File: src/design/edf_pkg.sv
package edf_pkg;

	localparam int          TASK_COUNT_DEF     = 4;
	localparam logic [6:0]  TOP_PRIORITY_RESET = 7'd25;
	localparam logic [7:0]  PRIO_RESERVED      = 8'd2;
	localparam logic [7:0]  PRIO_MAX           = 8'd63;

	localparam logic CMD_UPDATE   = 1'b0;
	localparam logic CMD_SCHEDULE = 1'b1;

	typedef struct packed {
		logic        cmd;
		logic [1:0]  task_id;
		logic [31:0] release_tick;
		logic [31:0] deadline_ticks;
		logic [31:0] current_tick;
	} edf_in_t;

	typedef struct packed {
		logic [1:0] task_id_out;
		logic [5:0] priority_res;
		logic [1:0] rank;
		logic       last;
	} edf_out_t;

	typedef struct packed {
		logic        wen;
		logic [1:0]  task_id;
		logic [31:0] release_tick;
		logic [31:0] deadline_ticks;
		logic [31:0] current_tick;
	} edf_upd_t;

	function automatic logic [5:0] prio_for_rank(input logic [6:0] top, input logic [7:0] rnk);
		logic [7:0] need;
		logic [7:0] diff;
		need = rnk + PRIO_RESERVED;
		diff = {1'b0, top} - need;
		if ({1'b0, top} < need)
			return 6'd0;
		else if (diff > PRIO_MAX)
			return PRIO_MAX[5:0];
		else
			return diff[5:0];
	endfunction

endpackage

File: src/design/edf_slack_file.sv
module edf_slack_file import edf_pkg::*; #(
	parameter int TASK_COUNT = TASK_COUNT_DEF
) (
	input  logic                          clk,
	input  logic                          arst_n,
	input  edf_upd_t                      upd,
	input  logic [$clog2(TASK_COUNT)-1:0] rd_idx,
	output logic [31:0]                   rd_slack
);

	localparam int IW = $clog2(TASK_COUNT);

	logic [31:0]   slack_q [TASK_COUNT];
	logic [IW+1:0] id_wide;
	logic          id_ok;
	logic [IW-1:0] wr_idx;
	logic [31:0]   new_slack;

	assign id_wide   = (IW+2)'(upd.task_id);
	assign id_ok     = id_wide < (IW+2)'(TASK_COUNT);
	assign wr_idx    = id_wide[IW-1:0];
	assign new_slack = upd.release_tick + upd.deadline_ticks - upd.current_tick;
	assign rd_slack  = slack_q[rd_idx];

	always_ff @(posedge clk or negedge arst_n) begin
		if (!arst_n) begin
			for (int i = 0; i < TASK_COUNT; i++)
				slack_q[i] <= '0;
		end else if (upd.wen && id_ok) begin
			slack_q[wr_idx] <= new_slack;
		end
	end

endmodule

File: src/design/edf_rank_seq.sv
module edf_rank_seq import edf_pkg::*; #(
	parameter int TASK_COUNT = TASK_COUNT_DEF
) (
	input  logic                          clk,
	input  logic                          arst_n,
	input  logic                          start,
	input  logic [6:0]                    top_priority,
	output logic [$clog2(TASK_COUNT)-1:0] rd_idx,
	input  logic [31:0]                   rd_slack,
	output logic                          busy,
	output logic                          out_valid,
	input  logic                          out_stall,
	output edf_out_t                      out_data
);

	localparam int            IW       = $clog2(TASK_COUNT);
	localparam logic [IW-1:0] LAST_IDX = IW'(TASK_COUNT - 1);

	typedef enum logic [1:0] {
		ST_IDLE,
		ST_SCAN,
		ST_EMIT
	} state_t;

	state_t                  state_q;
	logic [IW-1:0]           idx_q;
	logic [IW-1:0]           rank_q;
	logic [TASK_COUNT-1:0]   done_q;
	logic                    have_q;
	logic [31:0]             best_q;
	logic [IW-1:0]           best_id_q;
	logic                    out_valid_q;
	edf_out_t                out_data_q;
	logic                    out_free;

	assign out_free  = !out_valid_q || !out_stall;
	assign busy      = (state_q != ST_IDLE);
	assign rd_idx    = idx_q;
	assign out_valid = out_valid_q;
	assign out_data  = out_data_q;

	always_ff @(posedge clk or negedge arst_n) begin
		if (!arst_n) begin
			state_q     <= ST_IDLE;
			idx_q       <= '0;
			rank_q      <= '0;
			done_q      <= '0;
			have_q      <= 1'b0;
			best_q      <= '0;
			best_id_q   <= '0;
			out_valid_q <= 1'b0;
			out_data_q  <= '0;
		end else begin
			if (out_valid_q && !out_stall && (state_q != ST_EMIT))
				out_valid_q <= 1'b0;
			case (state_q)
				ST_IDLE: begin
					if (start) begin
						state_q <= ST_SCAN;
						idx_q   <= '0;
						rank_q  <= '0;
						done_q  <= '0;
						have_q  <= 1'b0;
					end
				end
				ST_SCAN: begin
					if (!done_q[idx_q] && (!have_q || rd_slack < best_q)) begin
						best_q    <= rd_slack;
						best_id_q <= idx_q;
						have_q    <= 1'b1;
					end
					if (idx_q == LAST_IDX)
						state_q <= ST_EMIT;
					else
						idx_q <= idx_q + 1'b1;
				end
				ST_EMIT: begin
					if (out_free) begin
						out_valid_q             <= 1'b1;
						out_data_q.task_id_out  <= 2'(best_id_q);
						out_data_q.priority_res <= prio_for_rank(top_priority, 8'(rank_q));
						out_data_q.rank         <= 2'(rank_q);
						out_data_q.last         <= (rank_q == LAST_IDX);
						done_q[best_id_q]       <= 1'b1;
						have_q                  <= 1'b0;
						idx_q                   <= '0;
						if (rank_q == LAST_IDX) begin
							state_q <= ST_IDLE;
						end else begin
							rank_q  <= rank_q + 1'b1;
							state_q <= ST_SCAN;
						end
					end
				end
				default: begin
					state_q <= ST_IDLE;
				end
			endcase
		end
	end

`ifndef SYNTHESIS
	a_rank_range: assert property (@(posedge clk) disable iff (!arst_n)
		rank_q <= LAST_IDX)
		else $error("rank counter past last task");

	a_emit_has_pick: assert property (@(posedge clk) disable iff (!arst_n)
		(state_q == ST_EMIT) |-> (have_q && !done_q[best_id_q]))
		else $error("emit without a fresh pick");

	a_done_count: assert property (@(posedge clk) disable iff (!arst_n)
		(state_q != ST_IDLE) |-> ($countones(done_q) == int'(rank_q)))
		else $error("ranked task count out of step with rank");

	a_last_to_idle: assert property (@(posedge clk) disable iff (!arst_n)
		(state_q == ST_EMIT && out_free && rank_q == LAST_IDX) |=>
		(state_q == ST_IDLE && out_valid_q && out_data_q.last))
		else $error("final transfer not flagged or run not ended");
`endif

endmodule

File: src/design/edf_deadline_rank_scheduler.sv
// schedule item: busy until every rank is scanned and emitted, plus output stalls
// results follow one per rank, each after a scan of all slack registers and the emit state
// each rank is one scan of the slack registers through one shared 32-bit comparator
// update item: written to the slack register at the transfer, no result; next item may follow in the next cycle
// a result stays in the output register while the next rank is scanned
// reset: all slack values zero, top_priority 25, no result pending
module edf_deadline_rank_scheduler import edf_pkg::*; #(
	parameter int TASK_COUNT = TASK_COUNT_DEF
) (
	input  logic     clk,
	input  logic     arst_n,
	input  logic     cfg_we,
	input  logic [6:0] cfg_wdata,
	input  logic     in_valid,
	output logic     in_stall,
	input  edf_in_t  in_data,
	output logic     out_valid,
	input  logic     out_stall,
	output edf_out_t out_data
);

	localparam int IW = $clog2(TASK_COUNT);

	logic [6:0]    top_priority_q;
	logic          in_xfer;
	logic          busy;
	edf_upd_t      upd;
	logic [IW-1:0] rd_idx;
	logic [31:0]   rd_slack;

	assign in_stall = busy;
	assign in_xfer  = in_valid && !busy;

	assign upd.wen            = in_xfer && (in_data.cmd == CMD_UPDATE);
	assign upd.task_id        = in_data.task_id;
	assign upd.release_tick   = in_data.release_tick;
	assign upd.deadline_ticks = in_data.deadline_ticks;
	assign upd.current_tick   = in_data.current_tick;

	always_ff @(posedge clk or negedge arst_n) begin
		if (!arst_n) begin
			top_priority_q <= TOP_PRIORITY_RESET;
		end else if (cfg_we) begin
			top_priority_q <= cfg_wdata;
		end
	end

	edf_slack_file #(
		.TASK_COUNT(TASK_COUNT)
	) u_slack (
		.clk      (clk),
		.arst_n   (arst_n),
		.upd      (upd),
		.rd_idx   (rd_idx),
		.rd_slack (rd_slack)
	);

	edf_rank_seq #(
		.TASK_COUNT(TASK_COUNT)
	) u_seq (
		.clk          (clk),
		.arst_n       (arst_n),
		.start        (in_xfer && (in_data.cmd == CMD_SCHEDULE)),
		.top_priority (top_priority_q),
		.rd_idx       (rd_idx),
		.rd_slack     (rd_slack),
		.busy         (busy),
		.out_valid    (out_valid),
		.out_stall    (out_stall),
		.out_data     (out_data)
	);

endmodule
File: config.mk
export PLATFORM = sky130hd
export DESIGN_NAME = edf_deadline_rank_scheduler
export DESIGN_NICKNAME = d
export VERILOG_FILES = /design/src/design/edf_pkg.sv /design/src/design/edf_slack_file.sv /design/src/design/edf_rank_seq.sv /design/src/design/edf_deadline_rank_scheduler.sv
export SDC_FILE = /design/constraint.sdc
export NUM_CORES = 1
export LEC_CHECK = 0
export ABC_AREA = 1
export BUFFER_PORTS_ARGS = -buffer_cell sky130_fd_sc_hd__buf_2
export CAP_MARGIN = 20
export CORE_UTILIZATION = 65
export DETAILED_ROUTE_END_ITERATION = 6
export GPL_TIMING_DRIVEN = 0
export PLACE_DENSITY = 0.87
export REMOVE_ABC_BUFFERS = 1
export SLEW_MARGIN = 0
export SYNTH_ARGS = -nofsm -noshare
export SYNTH_HDL_FRONTEND = slang
export SYNTH_SLANG_ARGS = --single-unit
File: constraint.sdc
create_clock -name clk -period 8.3 [get_ports clk]
set_clock_uncertainty 0.2 [all_clocks]
set_input_delay 0.83 -clock clk [delete_from_list [all_inputs] [get_ports clk]]
set_output_delay 0.83 -clock clk [all_outputs]
set_load 0.01 [all_outputs]
### Yosys cells after proc, flatten, opt, wreduce, memory -nomap -nowiden

Index checks and enable logic that the tools add are counted.

* reductions and logical operators: 27
* bitwise logic cells: 4
* mux-type cells: 34
* add/sub/neg operators: 6
* eq/ne operators: 11
* order comparisons: 10

Operators with widths (count)
* $bwmux 128: 1
* $mux 32: 3
* $bmux 32 s2: 1
* $demux 32 s2: 1
* $add 32x32->32: 1
* $lt 32x32->1: 1
* $sub 32x32->32: 1
* $mux 2: 8
* $mux 6: 2
* $pmux 2 s3: 2
* $reduce_and 4->1: 3
* $logic_and 1x1->1: 9
* $lt 2x3->1 const B: 3
* $mux 1: 9
* $gt 8x6->1 const B: 1
* $lt 7x8->1: 1
* $mux 4: 2
* $ne 2x1->1 const B: 4
* $pmux 4 s2: 1
* $sub 7x8->8: 1
* $eq 2x2->1 const B: 3
* $ge 3x3->1 const B: 2
* $ne 2x2->1 const B: 3
* $not 2->3: 2
* 18 further kinds: 27

* word-level logic and storage cells: 109
* flip-flop bits (word level): 192
* bits of input ports: 111

### Longest topological paths before layout

* depth after elaboration: 9
* gate-level depth with buffers: 21
* mapped depth without buffers: 19

### Modules after synthesis

From an unflattened synthesis, not the netlist that was laid out.

* cells, all modules: 1789
* area, all modules: 12828.6 sq um

By module, submodules not included
* edf_slack_file: times used 1, sequential area each 3203.1 sq um, cells an instance 1326, area an instance 9141.3 sq um
* edf_rank_seq: times used 1, sequential area each 1426.4 sq um, cells an instance 428, area an instance 3395.8 sq um
* edf_deadline_rank_scheduler: times used 1, sequential area each 178.9 sq um, cells an instance 35, area an instance 291.5 sq um

### Worst setup path before layout

No wires, ideal clock.

* kind: input-to-reg
* start point: in in_data[34] (netlist bit)
* end point: reg u_slack.slack_q[63] (netlist bit)
* arrival: 3.065 ns
* data required time: 7.982 ns
* slack: 4.917 ns
* library setup time: 0.118 ns
* stages: 14
* cells stage by stage: inv_1 -> fa_1 -> inv_1 -> ha_1 -> a21oi_1 -> nand2_1 -> a21oi_1 -> o21bai_1 -> a21boi_0 -> o21ai_2 -> nand2_1 -> nand3b_1 -> nand3_1 -> nand2_1

* cells in the longest elaborated chain, start to end: 3

RTL lines
* start: declaration: RTL line edf_deadline_rank_scheduler.sv:16 `input edf_in_t in_data,`
* $add 32x32->32: RTL line edf_slack_file.sv:22 `assign new_slack = upd.release_tick + upd.deadline_ticks - upd.current_tick;`
* $sub 32x32->32: RTL line edf_slack_file.sv:22
* $bwmux 128: RTL line edf_slack_file.sv:30 `slack_q[wr_idx] <= new_slack;`
* end signal: indexed assignment: RTL line edf_slack_file.sv:30
* end: declaration: RTL line edf_slack_file.sv:13 `logic [31:0] slack_q [TASK_COUNT];`

Every way passes these cells.
A chain may end at the register's enable or synchronous reset.

### Worst setup path in the final report

* start point: reg u_seq.idx_q[1], in the netlist u_seq.rd_idx[1]
* end point: reg u_seq.best_q[2]

* cells in the longest elaborated chain, start to end: 8

RTL lines
* start: declaration: RTL line edf_rank_seq.sv:26 `logic [IW-1:0] idx_q;`
* start signal: assignment: RTL line edf_rank_seq.sv:75 `idx_q <= idx_q + 1'b1;`
* $not 2->3 (implied by the code): RTL line edf_slack_file.sv:23 `assign rd_slack = slack_q[rd_idx];`
* $bmux 32 s2: RTL line edf_slack_file.sv:23
* $mux 32 (implied by the code) (2 in a row): RTL line edf_slack_file.sv:23
* net rd_slack[11]: RTL line edf_deadline_rank_scheduler.sv:29 `logic [31:0] rd_slack;`
* $lt 32x32->1: RTL line edf_rank_seq.sv:67 `if (!done_q[idx_q] && (!have_q || rd_slack < best_q)) begin`
* $logic_or 1x1->1: RTL line edf_rank_seq.sv:67
* $logic_and 1x1->1: RTL line edf_rank_seq.sv:67
* $reduce_and 2->1 (no line)
* end signal: assignment: RTL line edf_rank_seq.sv:68 `best_q <= rd_slack;`
* end: declaration: RTL line edf_rank_seq.sv:30 `logic [31:0] best_q;`

The timed path passes the listed nets, and every way through them passes these cells. The select of a mux whose other input is x is not followed.

==> flow_metrics.tcl <==
set metrics [dict create \
    syn_inst 1595 \
    die_h_um 139 \
    ant_nets 0 \
    clk_latency_ns 0.44 \
    outcome "complete, but fails checks" \
    start_util 0.670 \
    finalSetupViolations 0 \
    syn-cell-area_um2 12100 \
    final_cell_mix "436 x nand2_1, 237 x inv_1, 188 x dfrtp_1" \
    final_common_cell "nand2_1" \
    num_antenna_cells 0 \
    hold_depth 2 \
    r2r_slack_ns 3.97 \
    rsz0062_at_grt "no" \
    yosysSeqAreaShare 0.397 \
    p_leak_nw 7.43 \
    fp.coreArea_um2 18100 \
    antenna_found_initial 0 \
    final_nets 1905 \
    cts_tree "yes" \
    hold_start "u_seq.best_q[30]$_DFFE_PN0P_" \
    hpwl_um 21800 \
    tns_ns 0 \
    relSlewSlack 0.325 \
    synthDistinctLibCells 41 \
    dr.first_iter.drc_count 1212 \
    fin_crit_ns 4.33 \
    synth_edf_count 0 \
    critPathKind "reg -> reg" \
    grt_pass1_wl_um 51900 \
    violations "design-rule violations" \
    yosys_warnings 0 \
    clock_sinks 192 \
    synthArstFlopShare 1.00 \
    die_w_um 139 \
    critPathMaxStageDelay_ns 0.60 \
    post_cts_buffers 0 \
    grt_pass1_vias 11000 \
    crit_required_ns 8.42 \
    r2r-end "u_seq.best_q[2]$_DFFE_PN0P_" \
    avgSynthCellArea_um2 7.60 \
    cts-buffers-inserted 17 \
    port_buffers 123 \
    synth-seq-cells 192 \
    crit_top_cell "nand2_1" \
    boundaryPins 124 \
    hold_path_class "reg -> reg" \
    grt_max_degree 117 \
    drtPass1Iterations 7 \
    via_per_inst 5.88 \
    period_share 0.521 \
    rows 49 \
    drc 8 \
    finalPower_mw 4.85 \
    grt_overflow 0 \
    tightestPinTransition_ns 1.01 \
    num_vias 11400 \
    critPathLaunchType "register" \
    min_to "u_seq.best_q[30]$_DFFE_PN0P_" \
    power_density_nw_per_um2 354 \
    cts.clk_slew.worst_paths_ns 0.07 \
    ir_drop_mv 0.195 \
    cp-end-kind "register" \
    max_freq_ghz 0.231 \
    wl_per_cell_um 16.0 \
    hold_buffers 0 \
    drv_slew 0 \
    ys.flop_type "dfrtp_1" \
    h-tree-depth 4 \
    drive_gt1_frac 0.117 \
    grt_usage 0.338 \
    reg2regPathDepth 15 \
    timing.rr.start "u_seq.rd_idx[1]$_DFFE_PN0P_" \
    dieArea_um2 19200 \
    ctsResizeCount 0 \
    path_max_fanout 36 \
    clk_path_buf_depth 2 \
    nFillCells 1255 \
    hold_viol 0 \
    area_growth_pct 13.1 \
    gp_congestion 0.999 \
    cts-root-buf "clkbuf_16" \
    crit_chain "inv_1 -> buf_16 -> o21ai_0 -> o22ai_1 -> ha_1 -> a21oi_1 -> a21oi_1 -> nor4_1 -> nand2_1 -> nand2_1 -> nand2_1 -> nand2_4 -> nand3_4 -> nand2_1 -> nand2_1" \
    slowest_stage "dfrtp_1" \
    cap_violations 0 \
    cp_data_arrival_time_ns 4.45 \
    routed_wl_um 31000 \
]
critical path: cells and delay by family (launching register included):
kind                       cells  cell delay (ns)
DFF                            1             0.60
buffers and inverters          2             0.73
AOI/OAI and AO/OA              4             0.74
and+or+nand+nor                8             1.56
adders and majority gates      1             0.34
cell usage after synthesis, types with 31 or more instances:
| cell | n | area [um^2] |
|---|---|---|
| nand2_1 | 436 | 1640 |
| inv_1 | 237 | 890 |
| dfrtp_1 | 189 | 4730 |
| o21ai_0 | 150 | 751 |
| nor2_1 | 111 | 417 |
| nand3_1 | 90 | 450 |
| ha_1 | 68 | 851 |
| a21oi_1 | 50 | 250 |
| clkbuf_1 | 48 | 180 |
| nand4_1 | 42 | 263 |
| fa_1 | 32 | 641 |
| o22ai_1 | 31 | 194 |
worst max path at each step:
stage,from,endpoint,slack [ns],depth (start not counted)
final,u_seq.rd_idx[1]$_DFFE_PN0P_,u_seq.best_q[2]$_DFFE_PN0P_,3.97,15
after global routing,u_seq.rd_idx[1]$_DFFE_PN0P_,u_seq.best_q[2]$_DFFE_PN0P_,3.72,17
after CTS,u_seq.rd_idx[0]$_DFFE_PN0P_,u_seq.best_q[2]$_DFFE_PN0P_,3.79,14
after detailed placement,u_seq.rd_idx[0]$_DFFE_PN0P_,u_seq.best_q[18]$_DFFE_PN0P_,3.92,16
after global placement,in_valid,u_slack.slack_q[99]$_DFFE_PN0P_,1.67,7
after floorplan,u_seq.rd_idx[0]$_DFFE_PN0P_,u_seq.best_id_q[0]$_DFFE_PN0P_,4.06,6
sequential cells by signal, indices dropped and copies added, names as in the netlist:
name             cells
u_slack.slack_q    128
u_seq.best_q        32
u_seq.out_data      11
top_priority_q       7
u_seq.done_q         4
u_seq.best_id_q      2
u_seq.rank_q         2
u_seq.rd_idx         2
u_seq.state_q        2
u_seq.have_q         1
u_seq.out_valid      1
cell type report:
type	count	area [um^2]	share of cell area
multi-input combinational	1101	6170	0.450
sequential	192	4810	0.351
timing repair buffer	140	941	0.0687
inverter	242	908	0.0663
clock buffer	22	474	0.0346
tap	229	287	0.0209
clock inverter	10	110	0.00804
metal layers:
layer,GRT usage,part of all wire,vias to the layer above
met3,0.0547,0.070,109
met1,0.426,0.40,5417
met2,0.574,0.49,550
met5,0,0,-
met4,0.156,0.038,0
li1,-,-,5315
metrics by stage:
step / std cells / area (um^2) / util / worst slack [ns] / hold WS (ns)
floorplan: 1535 / 11900 / - / 4.06 / 0.237
global placement: 1887 / 12800 / 0.705 / 1.67 / 0.248
detailed placement: 1903 / 13100 / 0.724 / 3.92 / 0.258
CTS: 1935 / 13700 / 0.756 / 3.79 / 0.274
global route: 1936 / 13700 / 0.758 / 3.72 / 0.290
finish: 1936 / 13700 / 0.758 / 3.97 / 0.270
logic make-up (layout without fill, tap and decap cells):
| family | count (synthesis) | after routing | synth area share |
|---|---|---|---|
| multiplexers | 2 | 2 | 0.00186 |
| AND/OR/NAND/NOR | 708 | 708 | 0.244 |
| adder cells (fa/ha/maj) | 100 | 100 | 0.123 |
| AO/OA/AOI/OAI | 272 | 272 | 0.124 |
| XOR/XNOR | 19 | 19 | 0.0137 |
| flip-flops | 192 | 192 | 0.397 |
| buffers and inverters | 302 | 414 | 0.0963 |
power breakdown:
| group | internal [mW] | total (mW) | switching, mW | leakage, nW |
|---|---|---|---|---|
| sequential | 1.36 | 1.62 | 0.261 | 2.42 |
| combinational | 0.853 | 2.42 | 1.56 | 4.73 |
| clock | 0.466 | 0.814 | 0.348 | 0.290 |
| total | 2.68 | 4.85 | 2.17 | 7.43 |
(Power assumes the default switching activity.)
